--- src/rtl/core/bba_pkg.sv ---
`default_nettype none

package bba_pkg;

    // Sequencer states of the accumulator
    typedef enum logic [2:0] {
        S_IDLE,
        S_EXTENT,
        S_SQUARE,
        S_START,
        S_ROOT,
        S_DONE
    } bba_state_t;

    // Number of axes and the last step of the squaring pass
    localparam int unsigned NUM_AXES = 3;
    localparam logic [1:0]  SQ_LAST  = 2'd3;

    // Axis codes used by the squaring pass
    localparam logic [1:0] AXIS_X = 2'd0;
    localparam logic [1:0] AXIS_Y = 2'd1;
    localparam logic [1:0] AXIS_Z = 2'd2;

endpackage

`default_nettype wire

--- src/rtl/core/bba_box.sv ---
`default_nettype none

module bba_box #(
    parameter int unsigned CB = 24
) (
    input  wire logic                 clk,
    input  wire logic                 rst_n,
    input  wire logic                 load,
    input  wire logic                 fresh,
    input  wire logic signed [CB-1:0] px,
    input  wire logic signed [CB-1:0] py,
    input  wire logic signed [CB-1:0] pz,
    output logic signed [CB-1:0]      min_x,
    output logic signed [CB-1:0]      min_y,
    output logic signed [CB-1:0]      min_z,
    output logic signed [CB-1:0]      max_x,
    output logic signed [CB-1:0]      max_y,
    output logic signed [CB-1:0]      max_z
);

    logic                 started_reg;
    logic                 restart;
    logic signed [CB-1:0] min_reg [bba_pkg::NUM_AXES];
    logic signed [CB-1:0] max_reg [bba_pkg::NUM_AXES];
    logic signed [CB-1:0] pt      [bba_pkg::NUM_AXES];

    assign pt[0] = px;
    assign pt[1] = py;
    assign pt[2] = pz;

    // Start a new box on a flagged word or when no point has been seen yet
    assign restart = fresh || !started_reg;

    always_ff @(posedge clk or negedge rst_n)
    begin
        if (!rst_n)
        begin
            started_reg <= 1'b0;
        end
        else if (load)
        begin
            started_reg <= 1'b1;
        end
    end

    // Widen or restart the box, one comparator pair per axis
    always_ff @(posedge clk)
    begin
        if (load)
        begin
            for (int i = 0; i < bba_pkg::NUM_AXES; i++)
            begin
                if (restart)
                begin
                    min_reg[i] <= pt[i];
                    max_reg[i] <= pt[i];
                end
                else
                begin
                    if (pt[i] < min_reg[i])
                    begin
                        min_reg[i] <= pt[i];
                    end
                    if (pt[i] > max_reg[i])
                    begin
                        max_reg[i] <= pt[i];
                    end
                end
            end
        end
    end

    assign min_x = min_reg[0];
    assign min_y = min_reg[1];
    assign min_z = min_reg[2];
    assign max_x = max_reg[0];
    assign max_y = max_reg[1];
    assign max_z = max_reg[2];

endmodule

`default_nettype wire

--- src/rtl/core/bba_isqrt.sv ---
`default_nettype none

module bba_isqrt #(
    parameter int unsigned CB = 24
) (
    input  wire logic            clk,
    input  wire logic            rst_n,
    input  wire logic            start,
    input  wire logic [2*CB+1:0] radicand,
    output logic                 done,
    output logic [CB:0]          root
);

    localparam int unsigned CW = $clog2(CB + 1);

    logic            run_reg;
    logic            done_reg;
    logic [CW-1:0]   cnt_reg;
    logic [2*CB+1:0] work_reg;
    logic [CB+2:0]   rem_reg;
    logic [CB:0]     root_reg;

    logic [CB+2:0]   rem_shift;
    logic [CB+2:0]   trial;
    logic            fits;

    // Bring down the next pair of radicand bits and try the next root bit
    assign rem_shift = {rem_reg[CB:0], work_reg[2*CB+1:2*CB]};
    assign trial     = {root_reg, 2'b01};
    assign fits      = (rem_shift >= trial);

    always_ff @(posedge clk or negedge rst_n)
    begin
        if (!rst_n)
        begin
            run_reg  <= 1'b0;
            done_reg <= 1'b0;
            cnt_reg  <= '0;
        end
        else
        begin
            done_reg <= 1'b0;
            if (start)
            begin
                run_reg <= 1'b1;
                cnt_reg <= CW'(CB);
            end
            else if (run_reg)
            begin
                cnt_reg <= cnt_reg - CW'(1);
                if (cnt_reg == '0)
                begin
                    run_reg  <= 1'b0;
                    done_reg <= 1'b1;
                end
            end
        end
    end

    // Advance one root bit per cycle
    always_ff @(posedge clk)
    begin
        if (start)
        begin
            work_reg <= radicand;
            rem_reg  <= '0;
            root_reg <= '0;
        end
        else if (run_reg)
        begin
            work_reg <= {work_reg[2*CB-1:0], 2'b00};
            rem_reg  <= fits ? (rem_shift - trial) : rem_shift;
            root_reg <= {root_reg[CB-1:0], fits};
        end
    end

    assign done = done_reg;
    assign root = root_reg;

endmodule

`default_nettype wire

--- src/rtl/core/bounding_box_accumulator.sv ---
`default_nettype none

// Channel  Handshake            Payload
// input    in_valid/in_ready    point_x, point_y, point_z, first_of_set
// output   out_valid/out_ready  lower_*, upper_*, sphere_radius
//
// The square root unit, producing one root bit per cycle, sets most of the
// time that one word takes from acceptance to the next free slot.
// rst_n clears the sequencer, the result flag and the box-started flag.
// A finished result waits in the output register; a new word is taken while
// it waits, and only a second finished result stalls behind out_ready.
module bounding_box_accumulator #(
    parameter int unsigned COORD_BITS = 24
) (
    input  wire logic                         clk,
    input  wire logic                         rst_n,
    input  wire logic                         in_valid,
    output logic                              in_ready,
    input  wire logic signed [COORD_BITS-1:0] point_x,
    input  wire logic signed [COORD_BITS-1:0] point_y,
    input  wire logic signed [COORD_BITS-1:0] point_z,
    input  wire logic                         first_of_set,
    output logic                              out_valid,
    input  wire logic                         out_ready,
    output logic signed [COORD_BITS-1:0]      lower_x,
    output logic signed [COORD_BITS-1:0]      lower_y,
    output logic signed [COORD_BITS-1:0]      lower_z,
    output logic signed [COORD_BITS-1:0]      upper_x,
    output logic signed [COORD_BITS-1:0]      upper_y,
    output logic signed [COORD_BITS-1:0]      upper_z,
    output logic [COORD_BITS-1:0]             sphere_radius
);

    localparam int unsigned CB = COORD_BITS;

    bba_pkg::bba_state_t state_reg, state_next;

    logic                 accept;
    logic                 load_out;
    logic                 root_start;
    logic                 root_done;
    logic [CB:0]          root;
    logic                 out_valid_reg;
    logic [1:0]           sq_cnt_reg, sq_cnt_next;

    logic signed [CB-1:0] min_x, min_y, min_z;
    logic signed [CB-1:0] max_x, max_y, max_z;

    logic [CB-1:0]        ext_reg [bba_pkg::NUM_AXES];
    logic [CB-1:0]        ext_sel;
    logic [2*CB-1:0]      ext_wide;
    logic [2*CB-1:0]      prod_reg;
    logic [2*CB+1:0]      sum_reg;

    logic signed [CB-1:0] lower_x_reg, lower_y_reg, lower_z_reg;
    logic signed [CB-1:0] upper_x_reg, upper_y_reg, upper_z_reg;
    logic [CB-1:0]        radius_reg;

    assign in_ready = (state_reg == bba_pkg::S_IDLE);
    assign accept   = in_valid && in_ready;

    bba_box #(
        .CB (CB)
    ) u_box (
        .clk   (clk),
        .rst_n (rst_n),
        .load  (accept),
        .fresh (first_of_set),
        .px    (point_x),
        .py    (point_y),
        .pz    (point_z),
        .min_x (min_x),
        .min_y (min_y),
        .min_z (min_z),
        .max_x (max_x),
        .max_y (max_y),
        .max_z (max_z)
    );

    bba_isqrt #(
        .CB (CB)
    ) u_isqrt (
        .clk      (clk),
        .rst_n    (rst_n),
        .start    (root_start),
        .radicand (sum_reg),
        .done     (root_done),
        .root     (root)
    );

    // Sequencer: next state and strobes
    always_comb
    begin
        state_next  = state_reg;
        sq_cnt_next = sq_cnt_reg;
        root_start  = 1'b0;
        load_out    = 1'b0;
        case (state_reg)
            bba_pkg::S_IDLE:
            begin
                if (accept)
                begin
                    state_next = bba_pkg::S_EXTENT;
                end
            end
            bba_pkg::S_EXTENT:
            begin
                sq_cnt_next = '0;
                state_next  = bba_pkg::S_SQUARE;
            end
            bba_pkg::S_SQUARE:
            begin
                sq_cnt_next = sq_cnt_reg + 2'd1;
                if (sq_cnt_reg == bba_pkg::SQ_LAST)
                begin
                    state_next = bba_pkg::S_START;
                end
            end
            bba_pkg::S_START:
            begin
                root_start = 1'b1;
                state_next = bba_pkg::S_ROOT;
            end
            bba_pkg::S_ROOT:
            begin
                if (root_done)
                begin
                    state_next = bba_pkg::S_DONE;
                end
            end
            bba_pkg::S_DONE:
            begin
                if (!out_valid_reg || out_ready)
                begin
                    load_out   = 1'b1;
                    state_next = bba_pkg::S_IDLE;
                end
            end
            default:
            begin
                state_next = bba_pkg::S_IDLE;
            end
        endcase
    end

    always_ff @(posedge clk or negedge rst_n)
    begin
        if (!rst_n)
        begin
            state_reg     <= bba_pkg::S_IDLE;
            sq_cnt_reg    <= '0;
            out_valid_reg <= 1'b0;
        end
        else
        begin
            state_reg  <= state_next;
            sq_cnt_reg <= sq_cnt_next;
            if (load_out)
            begin
                out_valid_reg <= 1'b1;
            end
            else if (out_ready)
            begin
                out_valid_reg <= 1'b0;
            end
        end
    end

    // Pick the axis to square this cycle
    always_comb
    begin
        case (sq_cnt_reg)
            bba_pkg::AXIS_X: ext_sel = ext_reg[0];
            bba_pkg::AXIS_Y: ext_sel = ext_reg[1];
            bba_pkg::AXIS_Z: ext_sel = ext_reg[2];
            default:         ext_sel = '0;
        endcase
    end

    assign ext_wide = {{CB{1'b0}}, ext_sel};

    // Extents, then square one axis per cycle and add each registered product to the sum
    always_ff @(posedge clk)
    begin
        if (state_reg == bba_pkg::S_EXTENT)
        begin
            ext_reg[0] <= CB'(max_x - min_x);
            ext_reg[1] <= CB'(max_y - min_y);
            ext_reg[2] <= CB'(max_z - min_z);
            sum_reg    <= '0;
        end
        else if (state_reg == bba_pkg::S_SQUARE)
        begin
            prod_reg <= ext_wide * ext_wide;
            if (sq_cnt_reg != bba_pkg::AXIS_X)
            begin
                sum_reg <= sum_reg + {2'b00, prod_reg};
            end
        end
    end

    // Hold the finished word for the output side
    always_ff @(posedge clk)
    begin
        if (load_out)
        begin
            lower_x_reg <= min_x;
            lower_y_reg <= min_y;
            lower_z_reg <= min_z;
            upper_x_reg <= max_x;
            upper_y_reg <= max_y;
            upper_z_reg <= max_z;
            radius_reg  <= root[CB:1];
        end
    end

    assign out_valid     = out_valid_reg;
    assign lower_x       = lower_x_reg;
    assign lower_y       = lower_y_reg;
    assign lower_z       = lower_z_reg;
    assign upper_x       = upper_x_reg;
    assign upper_y       = upper_y_reg;
    assign upper_z       = upper_z_reg;
    assign sphere_radius = radius_reg;

endmodule

`default_nettype wire

--- config.mk ---
export PLATFORM = sky130hd
export DESIGN_NAME = bounding_box_accumulator
export DESIGN_NICKNAME = d
export VERILOG_FILES = /design/src/rtl/core/bba_pkg.sv /design/src/rtl/core/bba_box.sv /design/src/rtl/core/bba_isqrt.sv /design/src/rtl/core/bounding_box_accumulator.sv
export SDC_FILE = /design/constraint.sdc
export NUM_CORES = 2
export LEC_CHECK = 0
export ABC_CLOCK_PERIOD_IN_PS = 16149
export BUFFER_PORTS_ARGS = -buffer_cell sky130_fd_sc_hd__buf_2
export CAP_MARGIN = 20
export CORE_MARGIN = 4
export CORE_UTILIZATION = 25
export CTS_BUF_LIST = sky130_fd_sc_hd__clkbuf_4
export DETAILED_ROUTE_END_ITERATION = 6
export GPL_ROUTABILITY_DRIVEN = 1
export PLACE_DENSITY = 0.5
export SYNTH_ARGS = -nofsm -noshare
export SYNTH_HDL_FRONTEND = slang
export SYNTH_HIERARCHICAL = 1
export SYNTH_SLANG_ARGS = --single-unit
--- constraint.sdc ---
create_clock -name clk -period 16.15 [get_ports clk]
set_input_delay 1.615 -clock clk [delete_from_list [all_inputs] [get_ports clk]]
set_output_delay 1.615 -clock clk [all_outputs]
set_load 0.02 [all_outputs]
==> summary.txt <==
Status
  – Status: completed

Detailed routing
  – Initial DRC count: 2158
  – DR DRC count: 0
  – ANT nets after route: 0
  – Routed WL: 135.4 mm
  – Drt pass-1 iters: 6
  – WL/cell: 18.03 um
  – Via count: 33510
  – Via-to-Cell Ratio: 4.464

Clocking
  – Clk root buf: clkbuf_4
  – Post_cts resized: 0
  – # clock sinks: 595
  – CTS Hold Bufs: 0
  – Skew-Pair Late Insertion Delay: 1.14 ns
  – Clk buf depth: 3
  – CTS H-tree depth: 4
  – CTS tree: built
  – CTS Buf Count: 167
  – Post-CTS Setup Bufs: 0
  – Reg clk slew, reported paths: 0.08 ns

Cells and area
  – Finished Core Util: 28.55%
  – Finished Layout Cells: 7508
  – Syn-to-layout area delta: 13.67%
  – Fin nets: 5828
  – Layout cells sized above 1: 13.27%

STA
  – Fin crit share: 63.25%
  – Worst-Margin Slew: 1.231 ns
  – Skew final: 0.05989 ns
  – WHS: 0.4498 ns
  – Final Setup Violations: 0
  – Peak Freq: 97.90 MHz
  – Setup tns final: 0 ns
  – Relative slew slack: 17.95%
  – Max-slew violations: 0
  – Final Hold Fails: 0
  – Tmin final: 10.21 ns
  – RSZ-0062 raised after global routing: no

Synth
  – Post-Synth Simple-Gate Area: 9.909%
  – Sequential element share of the synthesized area: 35.64%
  – Synthesized area per cell: 10.41 um^2
  – Seq cells post-synth: 595
  – Mapped Nets: 5489
  – Ranking of synthesized cells by area: edfxtp_1 (31%), fa_1 (18%), ha_1 (12%)
  – Post-synth EDFFs: 481
  – Synth Area in XOR/XNOR: 3.104%
  – Synthesized instance count: 4528
  – Top cells by count, synth: inv_1 (893), edfxtp_1 (481), ha_1 (459)
  – Warnings from Yosys: 6
  – Area share of the largest cell type after synthesis: 30.65%
  – Post-synthesis cell type count: 112
  – Post-synthesis mux area share: 2.095%
  – Most common cell in the netlist: inv_1
  – Async SR Flop Fraction: 2.353%
  – Largest family of logic cells by synthesized area: adder cells
  – Adder-Cell Fraction of Synth Area: 30.24%
  – Post-Syn Area: 0.04712 mm^2
  – Largest area contributor in the netlist: edfxtp_1
  – Main synth FF type: edfxtp_1
  – Complex-gate fraction of the synthesized area: 10.95%

Floorplan
  – Row cnt: 159
  – IO Pins: 247
  – Die ar.: 0.1955 mm^2
  – Initial core utilization: 25.12%
  – Core area: 0.1876 mm^2
  – Die height: 442.2 um
  – Die Wd: 442.2 um

Setup path
  – R2R depth: 30
  – Crit path launch type: flop
  – WP data required: 17.01 ns
  – Crit-path most repeated cell: inv_1
  – Critical path origin: sq_cnt_reg[0]$_DFFE_PN0P_
  – CP max stage cell: a222oi_1
  – Worst reg2reg path startpoint: sq_cnt_reg[0]$_DFFE_PN0P_
  – Worst Path Arrival: 11.08 ns
  – CP endpoint kind: flop
  – Crit-path max FO: 15
  – Max incr delay on CP: 1.06 ns
  – WS Path Type: flop to flop

Min path
  – Hold Crit Class: input port to asynchronous set/reset pin

Global routing
  – GRT Total Usage: 13.76%
  – Largest net degree at the start of global routing: 73
  – Vias in the first global route: 35560
  – Total grt overflow: 0
  – First-pass GRT wire length: 209.5 mm
  – Initial antenna violation count: 9

Place
  – # port buffers: 246
  – Final estimated routing congestion in global placement: 0.9272
  – Placed Cells: 7192
  – HPWL Detailed: 108.0 mm

Run
  – Maximum capacitance violations: 0
==> final cells by class <==
type / instances / area (um^2)
Clock buffer: 228 / 1712
Clock inverter: 78 / 521.8
Antenna cell: 9 / 22.52
Timing Repair Buffer: 271 / 1435
Inverter: 902 / 3388
Fill cell: 19770 / 134000
Multi-Input combinational cell: 2930 / 26560
Sequential cell: 595 / 16800
Tap cell: 2495 / 3122
==> through the flow <==
step | worst slack [ns] | cell area [um^2]
after global routing | 5.678 | 53560
after global placement | 6.162 | 51270
after CTS | 6.162 | 53520
after detailed placement | 6.157 | 51290
final | 5.935 | 53560
after floorplan | 6.832 | 47120
==> critical path, delay by kind of cell, from the launching register on <==
kind	cells	cell delay, ns
fa+ha+maj	9	4.37
compound gates	5	2.18
simple gates	6	1.51
buf+inv	9	1.36
flops	1	0.41
xor+xnor	1	0.12
==> routing by layer <==
layer	share of wire [%]	track usage [%]
met5	0.050	0
met4	4.6	6.478
met3	5.9	3.402
met2	46	22.09
met1	44	17.39
==> final timing paths <==
path	endpoint	slack, ns
min in group clk	u_box/started_reg$_DFFE_PN0P_	0.46
hold reg to reg	u_box/started_reg$_DFFE_PN0P_	0.46
hold / removal	u_isqrt/cnt_reg[1]$_DFFE_PN0P_	0.45
max in group asynchronous	u_box/started_reg$_DFFE_PN0P_	15.27
setup reg to reg	prod_reg[42]$_DFFE_PP_	5.94
setup / recovery	prod_reg[42]$_DFFE_PP_	5.94
==> cell usage in the layout, fill, tap and decap left out, types with 23 or more instances in the layout <==
| master | n |
|---|---|
| o21a_1 | 32 |
| nand2_1 | 381 |
| buf_2 | 246 |
| nand3_1 | 55 |
| clkinv_1 | 46 |
| nor2b_1 | 23 |
| fa_1 | 425 |
| a31oi_1 | 30 |
| edfxtp_1 | 481 |
| mux2i_1 | 42 |
| nor3_1 | 47 |
| buf_4 | 23 |
| ha_1 | 459 |
| a21o_1 | 84 |
| nand2b_1 | 28 |
| nand4_1 | 49 |
| and2_1 | 26 |
| o21ai_0 | 106 |
| a211oi_1 | 33 |
| dfxtp_1 | 100 |
| a21oi_1 | 237 |
| mux2_2 | 49 |
| inv_1 | 891 |
| clkbuf_4 | 228 |
| o21ai_1 | 27 |
| o21bai_1 | 23 |
| nor2_1 | 312 |
| clkinv_2 | 24 |
| xor2_1 | 46 |
| xnor2_1 | 121 |
==> cells by family (layout without fill, tap and decap cells) <==
group	count (synthesis)	in the layout
compound gates	762	762
fa+ha+maj	884	884
buf+inv	1003	1479
other cells	0	9
flops	595	595
simple gates	1025	1025
mux	92	92
xor+xnor	167	167
Power is left out: the tool's default activity adds up to more than one toggle a clock period on the data nets, which glitch-free logic cannot reach.
